===== src/hdl/mrnp_pkg.sv =====
// Package with types, codes and constants of the multiprotocol reach NLRI parser.
package mrnp_pkg;

   localparam int MaxAddrBytes = 16;

   typedef enum logic [3:0] {
      PH_IDLE   = 4'd0,
      PH_AFI_LO = 4'd1,
      PH_SAFI   = 4'd2,
      PH_NHLEN  = 4'd3,
      PH_NH     = 4'd4,
      PH_RSV    = 4'd5,
      PH_ROUTE  = 4'd6,
      PH_PATH   = 4'd7,
      PH_PLEN   = 4'd8,
      PH_LABEL  = 4'd9,
      PH_RD     = 4'd10,
      PH_ADDR   = 4'd11
   } phase_type;

   typedef enum logic [2:0] {
      KIND_NEXT_HOP  = 3'd0,
      KIND_LABEL     = 3'd1,
      KIND_ROUTE     = 3'd2,
      KIND_UNSUPP    = 3'd3,
      KIND_LEN_ERROR = 3'd4
   } kind_type;

   localparam logic [1:0] RT_UNICAST = 2'd0;
   localparam logic [1:0] RT_LABELED = 2'd1;
   localparam logic [1:0] RT_VPN     = 2'd2;

   localparam logic [15:0] AFI_IPV4 = 16'd1;
   localparam logic [15:0] AFI_IPV6 = 16'd2;
   localparam logic [7:0]  SAFI_UNICAST = 8'd1;
   localparam logic [7:0]  SAFI_LABELED = 8'd4;
   localparam logic [7:0]  SAFI_VPN     = 8'd128;

   // One result record; packed width 260 bits.
   typedef struct packed {
      logic        last_of_run;
      logic        has_distinguisher;
      logic [63:0] distinguisher;
      logic [19:0] label_value;
      logic [63:0] addr_low;
      logic [63:0] addr_high;
      logic [7:0]  prefix_bits;
      logic [31:0] path_id;
      logic [1:0]  route_type;
      logic        family_v6;
      logic [2:0]  kind;
   } rec_type;

endpackage


===== src/hdl/mp_reach_nlri_parser_unit.sv =====
// Top level of the multiprotocol reach NLRI parser: byte stream in, record stream out.
//
// The req_ channel carries one attribute byte per item in tdata[7:0]; tuser marks
// the first byte of an attribute, whose tdata[23:8] give the attribute length.
// The rsp_ channel carries records (next hop, label, route, unsupported family,
// length error) with kind, family and route type in tuser; each accepted byte
// yields zero, one or two records, the last of which has tlast set.
// A byte is parsed in the cycle it is accepted; its records are registered in a
// two-entry output buffer whose head drives the rsp_ channel. One byte per cycle
// is sustained while the receiver keeps up; a byte that yields two records holds
// off the next byte while both records sit in the buffer.
// A byte is accepted whenever the buffer will have room for two records,
// counting the one leaving in the same cycle.
// When the receiver stalls, records stay put in the buffer and req_tready
// falls once it cannot hold two more.
// Reset empties the buffer, returns the parser to header start and clears
// the add-path mask; csr_ writes load the mask at any clock edge.
module mp_reach_nlri_parser_unit #(
   parameter int MAX_ADDR_BYTES = mrnp_pkg::MaxAddrBytes
) (
   input  logic         clock,
   input  logic         reset,
   input  logic         csr_wen,
   input  logic [3:0]   csr_wdata,
   input  logic         req_tvalid,
   output logic         req_tready,
   input  logic [23:0]  req_tdata,   // data_byte[7:0], attr_length[15:0]
   input  logic         req_tuser,   // first_of_attribute
   output logic         rsp_tvalid,
   input  logic         rsp_tready,
   // path_id[31:0], prefix_bits[7:0], addr_high[63:0], addr_low[63:0],
   // label_value[19:0], distinguisher[63:0], has_distinguisher, zero fill to 256 bits
   output logic [255:0] rsp_tdata,
   output logic [5:0]   rsp_tuser,   // kind[2:0], family_v6, route_type[1:0]
   output logic         rsp_tlast
);
   import mrnp_pkg::*;

   logic [3:0]  mask_ff;
   phase_type   phase_ff, phase_in;
   logic [15:0] left_ff, left_in;
   logic [15:0] fam_ff, fam_in;
   logic [7:0]  sub_ff, sub_in;
   logic [7:0]  cnt_ff, cnt_in;
   logic [63:0] ahi_ff, ahi_in, alo_ff, alo_in;
   logic [31:0] pid_ff, pid_in;
   logic [23:0] lab_ff, lab_in;
   logic [63:0] rd_ff, rd_in;
   logic [7:0]  rbits_ff, rbits_in;
   logic [7:0]  rbl_ff, rbl_in;
   logic [7:0]  lbs_ff, lbs_in;
   logic        rdt_ff, rdt_in;

   rec_type     buf_ff [2];
   logic [1:0]  cnt_buf_ff;
   rec_type     r0, r1;
   logic [1:0]  nrec;

   logic        acc, pop;
   logic [7:0]  b;
   logic        first;
   logic [15:0] alen;

   assign b     = req_tdata[7:0];
   assign first = req_tuser;
   assign alen  = req_tdata[23:8];
   assign pop   = rsp_tvalid && rsp_tready;
   assign req_tready = (cnt_buf_ff == 2'd0) || (cnt_buf_ff == 2'd1 && pop);
   assign acc   = req_tvalid && req_tready;

   function automatic rec_type simple(input kind_type k);
      rec_type r;
      r = '0;
      r.kind = k;
      return r;
   endfunction

   always_comb begin
      logic        v6;
      logic [1:0]  rt;
      logic        sup;
      phase_type   ph;
      logic [15:0] avail;
      logic        ap;
      logic [1:0]  apbit;
      logic [7:0]  skip;
      logic [7:0]  pos;
      logic [8:0]  lbsum;
      logic [23:0] lsh;
      logic        stop;
      logic [7:0]  rem;
      logic [10:0] sub8;
      logic [7:0]  bits;
      logic        do_route;
      logic [63:0] ah, al;
      rec_type     route;
      v6 = (fam_ff == AFI_IPV6);
      rt = (sub_ff == SAFI_LABELED) ? RT_LABELED :
           (sub_ff == SAFI_VPN) ? RT_VPN : RT_UNICAST;
      sup = ((fam_ff == AFI_IPV4) || (fam_ff == AFI_IPV6)) &&
            ((sub_ff == SAFI_UNICAST) || (sub_ff == SAFI_LABELED) ||
             (sub_ff == SAFI_VPN));
      phase_in = phase_ff; left_in = left_ff; fam_in = fam_ff; sub_in = sub_ff;
      cnt_in = cnt_ff; ahi_in = ahi_ff; alo_in = alo_ff; pid_in = pid_ff;
      lab_in = lab_ff; rd_in = rd_ff; rbits_in = rbits_ff; rbl_in = rbl_ff;
      lbs_in = lbs_ff; rdt_in = rdt_ff;
      r0 = '0; r1 = '0; nrec = 2'd0;
      do_route = 1'b0;
      ph = phase_ff; avail = left_ff; ap = 1'b0; apbit = '0; skip = '0;
      pos = '0; lbsum = '0; lsh = '0; stop = 1'b0; rem = '0; sub8 = '0;
      bits = '0; ah = '0; al = '0; route = '0;

      if (first) begin
         fam_in = '0; sub_in = '0;
         ahi_in = '0; alo_in = '0; pid_in = '0; lab_in = '0; rd_in = '0;
         rbits_in = '0; rbl_in = '0; lbs_in = '0; cnt_in = '0; rdt_in = 1'b0;
         if (alen < 16'd5) begin
            r0 = simple(KIND_LEN_ERROR); nrec = 2'd1;
            phase_in = PH_IDLE; left_in = '0;
         end else begin
            fam_in = {b, 8'd0};
            left_in = alen - 16'd1;
            phase_in = PH_AFI_LO;
         end
      end else if (phase_ff == PH_IDLE || left_ff == 16'd0) begin
         phase_in = PH_IDLE;
      end else begin
         left_in = left_ff - 16'd1;
         if (ph == PH_ROUTE) begin
            apbit = {rt == RT_LABELED, v6};
            ap = (rt != RT_VPN) && mask_ff[apbit];
            cnt_in = '0;
            ph = (ap && avail >= 16'd4) ? PH_PATH : PH_PLEN;
         end
         phase_in = ph;
         unique case (ph)
            PH_AFI_LO: begin
               fam_in = {fam_ff[15:8], b}; phase_in = PH_SAFI;
            end
            PH_SAFI: begin
               sub_in = b; phase_in = PH_NHLEN;
            end
            PH_NHLEN: begin
               cnt_in = '0; rbl_in = b;
               if ({1'b0, left_in} < {9'd0, b} + 17'd1) begin
                  r0 = simple(KIND_LEN_ERROR); nrec = 2'd1;
                  phase_in = PH_IDLE; left_in = '0;
               end else if (!sup) begin
                  r0 = simple(KIND_UNSUPP); nrec = 2'd1;
                  phase_in = PH_IDLE; left_in = '0;
               end else begin
                  phase_in = (b != 8'd0) ? PH_NH : PH_RSV;
               end
            end
            PH_NH: begin
               skip = (!v6 && rt == RT_VPN) ? 8'd8 : 8'd0;
               pos = cnt_ff - skip;
               if (cnt_ff >= skip && pos < 8'(MAX_ADDR_BYTES)) begin
                  if (pos[7:3] == 5'd0)
                     ahi_in[8*(7-pos[2:0]) +: 8] = b;
                  else
                     alo_in[8*(7-pos[2:0]) +: 8] = b;
               end
               cnt_in = cnt_ff + 8'd1;
               if (cnt_in >= rbl_ff) phase_in = PH_RSV;
            end
            PH_RSV: begin
               r0 = '0; r0.kind = KIND_NEXT_HOP; r0.family_v6 = v6;
               r0.route_type = rt; r0.addr_high = ahi_ff; r0.addr_low = alo_ff;
               nrec = 2'd1;
               ahi_in = '0; alo_in = '0; pid_in = '0; lab_in = '0; rd_in = '0;
               rbits_in = '0; rbl_in = '0; lbs_in = '0; cnt_in = '0;
               rdt_in = 1'b0;
               phase_in = PH_ROUTE;
            end
            PH_PATH: begin
               pid_in = {pid_ff[23:0], b};
               cnt_in = cnt_ff + 8'd1;
               if (cnt_in >= 8'd4) begin
                  cnt_in = '0; phase_in = PH_PLEN;
               end
            end
            PH_PLEN: begin
               rbits_in = b;
               rbl_in = 8'(({1'b0, b} + 9'd7) >> 3);
               cnt_in = '0;
               if (rt != RT_UNICAST) begin
                  lbs_in = '0; lab_in = '0; phase_in = PH_LABEL;
               end else if (rbl_in == 8'd0) begin
                  do_route = 1'b1;
               end else begin
                  phase_in = PH_ADDR;
               end
            end
            PH_LABEL: begin
               lsh = {lab_ff[15:0], b};
               lab_in = lsh;
               cnt_in = cnt_ff + 8'd1;
               if (cnt_in >= 8'd3) begin
                  cnt_in = '0;
                  lbsum = {1'b0, lbs_ff} + 9'd3;
                  lbs_in = lbsum[7:0];
                  r0 = '0; r0.kind = KIND_LABEL; r0.family_v6 = v6;
                  r0.route_type = rt; r0.label_value = lsh[23:4];
                  nrec = 2'd1;
                  stop = lsh[0] || lsh == 24'h800000 || lsh == 24'd0 ||
                         lbs_in > rbl_ff;
                  if (stop) begin
                     rem = (rbl_ff > lbs_in) ? rbl_ff - lbs_in : 8'd0;
                     sub8 = {lbs_in, 3'b000};
                     bits = ({3'd0, rbits_ff} > sub8) ?
                            8'({3'd0, rbits_ff} - sub8) : 8'd0;
                     if (rt == RT_VPN && rem >= 8'd8) begin
                        rbits_in = (bits > 8'd64) ? bits - 8'd64 : 8'd0;
                        rdt_in = 1'b1;
                        rbl_in = rem - 8'd8;
                        phase_in = PH_RD;
                     end else if (rem > 8'd0) begin
                        rbits_in = bits; rbl_in = rem; phase_in = PH_ADDR;
                     end else begin
                        rbits_in = bits; do_route = 1'b1;
                     end
                  end else begin
                     lab_in = '0;
                  end
               end
            end
            PH_RD: begin
               rd_in = {rd_ff[55:0], b};
               cnt_in = cnt_ff + 8'd1;
               if (cnt_in >= 8'd8) begin
                  cnt_in = '0;
                  if (rbl_ff > 8'd0) phase_in = PH_ADDR;
                  else do_route = 1'b1;
               end
            end
            PH_ADDR: begin
               if (cnt_ff < 8'(MAX_ADDR_BYTES)) begin
                  if (cnt_ff[7:3] == 5'd0)
                     ahi_in[8*(7-cnt_ff[2:0]) +: 8] = b;
                  else
                     alo_in[8*(7-cnt_ff[2:0]) +: 8] = b;
               end
               cnt_in = cnt_ff + 8'd1;
               if (rbl_ff > 8'd0) rbl_in = rbl_ff - 8'd1;
               if (rbl_in == 8'd0) do_route = 1'b1;
            end
            default: begin
               phase_in = PH_IDLE; left_in = '0;
            end
         endcase

         if (do_route) begin
            route = '0; route.kind = KIND_ROUTE; route.family_v6 = v6;
            route.route_type = rt; route.path_id = pid_in;
            route.prefix_bits = rbits_in; route.addr_high = ahi_in;
            route.addr_low = alo_in;
            route.distinguisher = rdt_in ? rd_in : 64'd0;
            route.has_distinguisher = rdt_in;
            if (nrec == 2'd0) r0 = route; else r1 = route;
            nrec = nrec + 2'd1;
            ahi_in = '0; alo_in = '0; pid_in = '0; lab_in = '0; rd_in = '0;
            rbits_in = '0; rbl_in = '0; lbs_in = '0; cnt_in = '0;
            rdt_in = 1'b0;
            phase_in = PH_ROUTE;
         end

         if (left_in == 16'd0 && phase_in != PH_IDLE) begin
            if (phase_in != PH_ROUTE) begin
               if (nrec == 2'd0) r0 = simple(KIND_LEN_ERROR);
               else r1 = simple(KIND_LEN_ERROR);
               nrec = nrec + 2'd1;
            end
            ahi_in = '0; alo_in = '0; pid_in = '0; lab_in = '0; rd_in = '0;
            rbits_in = '0; rbl_in = '0; lbs_in = '0; cnt_in = '0;
            rdt_in = 1'b0;
            phase_in = PH_IDLE;
         end
      end
      if (nrec == 2'd1) r0.last_of_run = 1'b1;
      if (nrec == 2'd2) r1.last_of_run = 1'b1;
   end

   always_ff @(posedge clock) begin
      if (reset) begin
         mask_ff <= '0;
      end else if (csr_wen) begin
         mask_ff <= csr_wdata;
      end
   end

   always_ff @(posedge clock) begin
      if (reset) begin
         phase_ff <= PH_IDLE; left_ff <= '0; fam_ff <= '0; sub_ff <= '0;
         cnt_ff <= '0; ahi_ff <= '0; alo_ff <= '0; pid_ff <= '0; lab_ff <= '0;
         rd_ff <= '0; rbits_ff <= '0; rbl_ff <= '0; lbs_ff <= '0;
         rdt_ff <= 1'b0;
      end else if (acc) begin
         phase_ff <= phase_in; left_ff <= left_in; fam_ff <= fam_in;
         sub_ff <= sub_in; cnt_ff <= cnt_in; ahi_ff <= ahi_in; alo_ff <= alo_in;
         pid_ff <= pid_in; lab_ff <= lab_in; rd_ff <= rd_in;
         rbits_ff <= rbits_in; rbl_ff <= rbl_in; lbs_ff <= lbs_in;
         rdt_ff <= rdt_in;
      end
   end

   // Two-entry output buffer; entry 0 is the head.
   always_ff @(posedge clock) begin
      logic [1:0] keep;
      rec_type    n0, n1;
      keep = cnt_buf_ff - {1'b0, pop};
      n0 = pop ? buf_ff[1] : buf_ff[0];
      n1 = buf_ff[1];
      if (keep == 2'd0) begin
         if (acc && nrec != 2'd0) n0 = r0;
         if (acc) n1 = r1;
      end else if (keep == 2'd1 && acc && nrec != 2'd0) begin
         n1 = r0;
      end
      if (reset) begin
         cnt_buf_ff <= '0;
      end else begin
         cnt_buf_ff <= keep + (acc ? nrec : 2'd0);
      end
      buf_ff[0] <= n0;
      buf_ff[1] <= n1;
   end

   assign rsp_tvalid = (cnt_buf_ff != 2'd0);
   assign rsp_tlast  = buf_ff[0].last_of_run;
   assign rsp_tuser  = {buf_ff[0].route_type, buf_ff[0].family_v6, buf_ff[0].kind};
   assign rsp_tdata  = {3'd0, buf_ff[0].has_distinguisher, buf_ff[0].distinguisher,
                        buf_ff[0].label_value, buf_ff[0].addr_low,
                        buf_ff[0].addr_high, buf_ff[0].prefix_bits,
                        buf_ff[0].path_id};

   a_buf_bound: assert property (@(posedge clock) disable iff (reset)
      cnt_buf_ff != 2'd3) else $error("output buffer overfilled");
   a_no_accept_full: assert property (@(posedge clock) disable iff (reset)
      (cnt_buf_ff == 2'd2) |-> !req_tready) else $error("accept while full");
   a_last_single: assert property (@(posedge clock) disable iff (reset)
      (acc && nrec == 2'd2) |=> rsp_tvalid) else $error("lost record pair");
endmodule


===== config.mk =====
export PLATFORM = sky130hd
export DESIGN_NAME = mp_reach_nlri_parser_unit
export DESIGN_NICKNAME = d
export VERILOG_FILES = /design/src/hdl/mrnp_pkg.sv /design/src/hdl/mp_reach_nlri_parser_unit.sv
export SDC_FILE = /design/constraint.sdc
export NUM_CORES = 2
export LEC_CHECK = 0
export BUFFER_PORTS_ARGS = -buffer_cell sky130_fd_sc_hd__buf_2
export CAP_MARGIN = 20
export CORE_UTILIZATION = 41
export DETAILED_ROUTE_END_ITERATION = 8
export PLACE_DENSITY_LB_ADDON = 0.1
export SLEW_MARGIN = 20
export SYNTH_ARGS = -nofsm -noshare
export SYNTH_HDL_FRONTEND = slang
export SYNTH_SLANG_ARGS = --single-unit
export TNS_END_PERCENT = 1

===== constraint.sdc =====
create_clock -name clock -period 56.6 [get_ports clock]
set_input_delay 8.49 -clock clock [delete_from_list [all_inputs] [get_ports clock]]
set_output_delay 8.49 -clock clock [all_outputs]
set_load 0.005 [all_outputs]

* Yosys cells after proc, flatten, opt, wreduce, memory -nomap -nowiden *
Memories as Yosys holds them, arrays and structs flattened.
Cells that the tools add are included.

storage, ports and cells
  memories kept = 1
  memory bits (writable) = 520
  input bits = 34
  memory bits (read-only) = 0
  output and inout port bits = 265
  flip-flop bits (word level) = 323
  latch bits = 0
  logic and storage cells = 337

memory list
  memory  depth  width  read ports  clocked after memory_dff  write ports  RTL line                         RTL
  buf_ff  2      260    2           0                         2            mp_reach_nlri_parser_unit.sv:54  rec_type buf_ff [2];

operators by class
  add/sub/neg operators = 20
  bitwise operators = 0
  reductions and logical operators = 55
  shift operators = 4
  eq/ne operators = 30
  divide/modulo/power cells = 0
  multiplexer cells = 192
  order comparisons = 18
  multipliers = 0

operator list
  operator                                               number
  two-way mux 260 bit                                    18
  two-way mux 64 bit                                     23
  case mux 194 bit (3 select lines)                      1
  two-way mux 259 bit                                    2
  case mux 64 bit (3 select lines)                       2
  two-way mux 8 bit                                      41
  bitwise mux 64 bit                                     4
  two-way mux 16 bit                                     16
  two-way mux 194 bit                                    1
  two-way mux 32 bit                                     4
  case mux 64 bit (2 select lines)                       1
  variable shift 8 x 34 -> 64 bit, first input constant  2
  indexed part select 8 x 34 -> 64 bit                   2
  two-way mux 4 bit                                      21
  case mux 8 bit (5 select lines)                        2
  negator 32 -> 34 bit                                   2
  case mux 32 bit (2 select lines)                       1
  case mux 16 bit (3 select lines)                       1
  case mux 8 bit (3 select lines)                        2
  case mux 4 bit (10 select lines)                       1
  logical NOT 16 bit                                     2
  case mux 16 bit (2 select lines)                       1
  subtractor 16 x 1 -> 16 bit, second input constant     2
  two-way mux 1 bit                                      29
  other kinds (70)                                       138

* Longest topological paths before layout *
  word-level depth = 33
  mapped depth = 25
  depth with buffers taken out = 21

* Least setup slack after synthesis *
OpenSTA, ideal clock, no wires.

  kind = input to register
  start = input req_tdata[0]
  end = memory buf_ff[0][260] (netlist name) (enable)
  setup time = 1037 ps
  stages on the path = 16
  path buffers = 3
  slack = 30045 ps
  arrival = 25518 ps
  required time = 55563 ps
  cell sequence = clkbuf_1 clkinv_1 ha_1 nor2b_1 clkbuf_1 or4b_2 o311a_1 nor2_1 a31oi_1 o21ai_1 or3_1 buf_4 ha_1 xnor2_1 o21a_1 a31oi_1

RTL lines
  item                RTL line                         RTL
  start: declaration  mp_reach_nlri_parser_unit.sv:27  input logic [23:0] req_tdata,
  end: declaration    mp_reach_nlri_parser_unit.sv:54

* Worst setup path after layout *
  start = input rsp_tready
  end = output req_tready

on the way
  longest elaborated chain between the ends = 3

ends and longest elaborated chain
  item                RTL line                         RTL
  start: declaration  mp_reach_nlri_parser_unit.sv:30  input logic rsp_tready,
  logical AND 1 bit   mp_reach_nlri_parser_unit.sv:67  assign pop = rsp_tvalid && rsp_tready;
  logical AND 1 bit   mp_reach_nlri_parser_unit.sv:68  assign req_tready = (cnt_buf_ff == 2'd0) || (cnt_buf_ff == 2'd1 && pop);
  logical OR 1 bit    mp_reach_nlri_parser_unit.sv:68
  end: declaration    mp_reach_nlri_parser_unit.sv:26  output logic req_tready,

No other way between the ends.

==> results.sh <==
export IMPL_r2r_cells=20
export IMPL_timing_final_crit_share_pct=30.84
export IMPL_htreeDepth=3
export IMPL_p_leak_nw=18.55
export IMPL_ctsHoldBuffers=0
export IMPL_final_common_cell="nand2_1"
export IMPL_clock_sinks=843
export IMPL_cts_buffers_inserted=97
export IMPL_cp_max_fo=3
export IMPL_yosysUniqueCellTypes=100
export IMPL_fill_cells=10348
export IMPL_timing_rr_end="buf_ff[0][258]"
export IMPL_critPathKind="input port to output port"
export IMPL_initial_core_util_pct=41.50
export IMPL_rr_startpoint="lbs_ff[0]"
export IMPL_drt_wl_total_um=141100
export IMPL_hold_start="lab_ff[15]"
export IMPL_hold_depth=2
export IMPL_slew_limit_headroom_pct=23.03
export IMPL_failed_checks="DRC"
export IMPL_whs_ps=473.4
export IMPL_synth_top_family_by_area="simple AND/OR/NAND/NOR gates"
export IMPL_avgSynthCellArea_um2=9.320
export IMPL_pin_count=299
export IMPL_p_per_area_nw_per_um2=43.62
export IMPL_vias=34494
export IMPL_fin_crit_ps=17460
export IMPL_setup_tns_ps=0
export IMPL_ys_warnings_count=0
export IMPL_synth_area_um2=43800
export IMPL_gp_congestion=0.9000
export IMPL_synth_seq_area_share_pct=44.47
export IMPL_report_final_slew_viol_count=0
export IMPL_fin_nets=4627
export IMPL_finClkSkew_ps=28.56
export IMPL_worstSkewPairLatency_ps=700
export IMPL_first_global_vias=32697
export IMPL_drive_above_1_share_pct=12.59
export IMPL_seqCellArea_um2=19480
export IMPL_peakVddDrop_mv=0.04708
export IMPL_fmax_ghz=0.05728
export IMPL_hold_class="register to register"
export IMPL_cp_startpoint="rsp_tready"
export IMPL_core_area_um2=105600
export IMPL_postCtsSetupBuffers=0
export IMPL_worst_slew_pin_slew_ps=1155
export IMPL_cp_arrival_ps=8970
export IMPL_drc=26
export IMPL_dp_hpwl_um=88350
export IMPL_r2r_slack_ps=48070
export IMPL_cts_tree="done"
export IMPL_synthCells=4700
export IMPL_port_buffer_count=295
export IMPL_synth_compound_area_share_pct=14.46
export IMPL_synthMuxAreaShare_pct=12.97
export IMPL_crit_required_ps=48110
export IMPL_whs_endpoint="buf_ff[0][193]"
export IMPL_clk_pin_slew_ps=50
export IMPL_cts_resized=0
export IMPL_cp_start_kind="input port"
export IMPL_drtAntennaViolNets=0
export IMPL_avgRoutedWirePerCell_um=23.44
export IMPL_synth_edf_count=260
export IMPL_synthFlopType="dfxtp_1"
export IMPL_die_y_um=328.9
export IMPL_status="finished with violations"
export IMPL_clockRootBuffer="clkbuf_16"
export IMPL_antenna_found_initial=3
export IMPL_die_area_um2=108200
export IMPL_die_w_um=328.9
export IMPL_dr_pass1_iters=8
export IMPL_synth_xor_area_share_pct=1.437
export IMPL_async_reset_ff_share_pct=0
export IMPL_post_drt_via_cell_ratio=5.730
export IMPL_finalSetupViolCount=0
export IMPL_final_cell_mix="602 x nand2_1, 583 x dfxtp_1, 545 x mux2i_1"
export IMPL_cts_buffer_depth=3
export IMPL_synth_simple_area_share_pct=16.16
export IMPL_gr_usage_all_layers_pct=25.42
export IMPL_fp_row_count=119
export IMPL_multiInputGateArea_um2=20580
export IMPL_num_antenna_cells=0
export IMPL_synth_seq_cells=843
export IMPL_rsz0062_at_grt="no"
export IMPL_grt_max_degree=142
export IMPL_area_growth_pct=7.912
export IMPL_grt_overflow=0
export IMPL_cp_end_kind="output port"
export IMPL_max_cap_viol_count=0
export IMPL_hold_viol_final=0
export IMPL_synth_fa_ha_area_share_pct=1.442
export IMPL_grt_pass1_wl_um=212100
export IMPL_drt_iter0_markers=2799
## metrics by stage
step                power, mW  instance area, um^2  worst slack (ps)  util [%]  instances
floorplan               1.385                43810             30040         -       4702
detailed placement      1.464                44140             39160     41.81       5839
global placement        1.454                44130             39140     41.81       5839
finish                  2.062                47270             39140     44.78       6020
global route            2.168                47270             39090     44.78       6020
CTS                     2.088                47260             39150     44.77       6020
## synth_stat cells, drive strengths merged, types with 13 or more instances
master	number	area [um^2]
mux2	20	225.2
inv	89	334.1
a2bb2oi	71	621.9
nor4	29	202.7
a32o	13	130.1
and3	93	581.8
o2bb2ai	20	175.2
nor3	76	405.4
nand3	109	545.5
and2	60	375.4
xor2	22	200.2
nand2	604	2267
a31oi	19	118.9
nand4	15	100.1
nor2	446	1684
buf	341	2595
nor2b	17	106.4
a21oi	91	459.2
xnor2	49	429.2
dfxtp	583	11670
ha	44	550.5
edfxtp	260	7807
mux2i	545	5455
clkbuf	274	1028
o21ai	160	812.0
a22oi	288	2162
o22ai	112	700.7
a22o	34	297.8
nand2b	46	287.8
or3	15	93.84
## logic make-up (layout without fill, tap and decap cells)
group                      count (synthesis)  in the layout
AOI/OAI and AO/OA                        903            903
buffers and inverters                    707            634
xor gates and xnor gates                  71             71
and+or+nand+nor                         1560           1560
muxes                                    565            565
adders and majority gates                 50             50
DFF                                      843            843
other                                      1              3
## registers in the layout, summed over array words and instances (netlist names), 16 cells and up
signal / count
lab_ff: 16
pid_ff: 32
left_ff: 16
fam_ff: 16
rd_ff: 64
alo_ff: 64
ahi_ff: 64
buf_ff: 520
## worst max-delay path, cell delays in order
cell and delay (ps):
buf_2 90, inv_1 30, a21oi_1 200, buf_2 150
## layout make-up
class                   count  share of cell area (%)
clock buffers             154                   6.122
well taps                1391                   3.682
clock inverters            27                  0.4844
flip-flops and latches    843                   41.21
multi-input cells        3152                   43.53
inverters                  92                  0.7305
repair buffers            361                   4.246
## routing by layer
layer	track usage (%)	wire length (um)	up-vias
li1	-	-	16290
met1	37.15	66800	16905
met2	39.14	62990	1123
met3	3.286	8201	176
met4	6.805	3141	0
met5	0	0	-
## how the worst max path moves through the flow
stage	cells after the start	end
floorplan	16	buf_ff[0][260]
global placement	4	req_tready
detailed placement	4	req_tready
CTS	4	req_tready
global route	4	req_tready
finish	4	req_tready
## power by group
part | total, mW | switching, mW | internal, mW
sequential | 0.891 | 0.0803 | 0.811
combinational | 0.551 | 0.346 | 0.205
clock | 0.620 | 0.260 | 0.360
total | 2.06 | 0.687 | 1.38
Power figures use the tool's default switching activity.
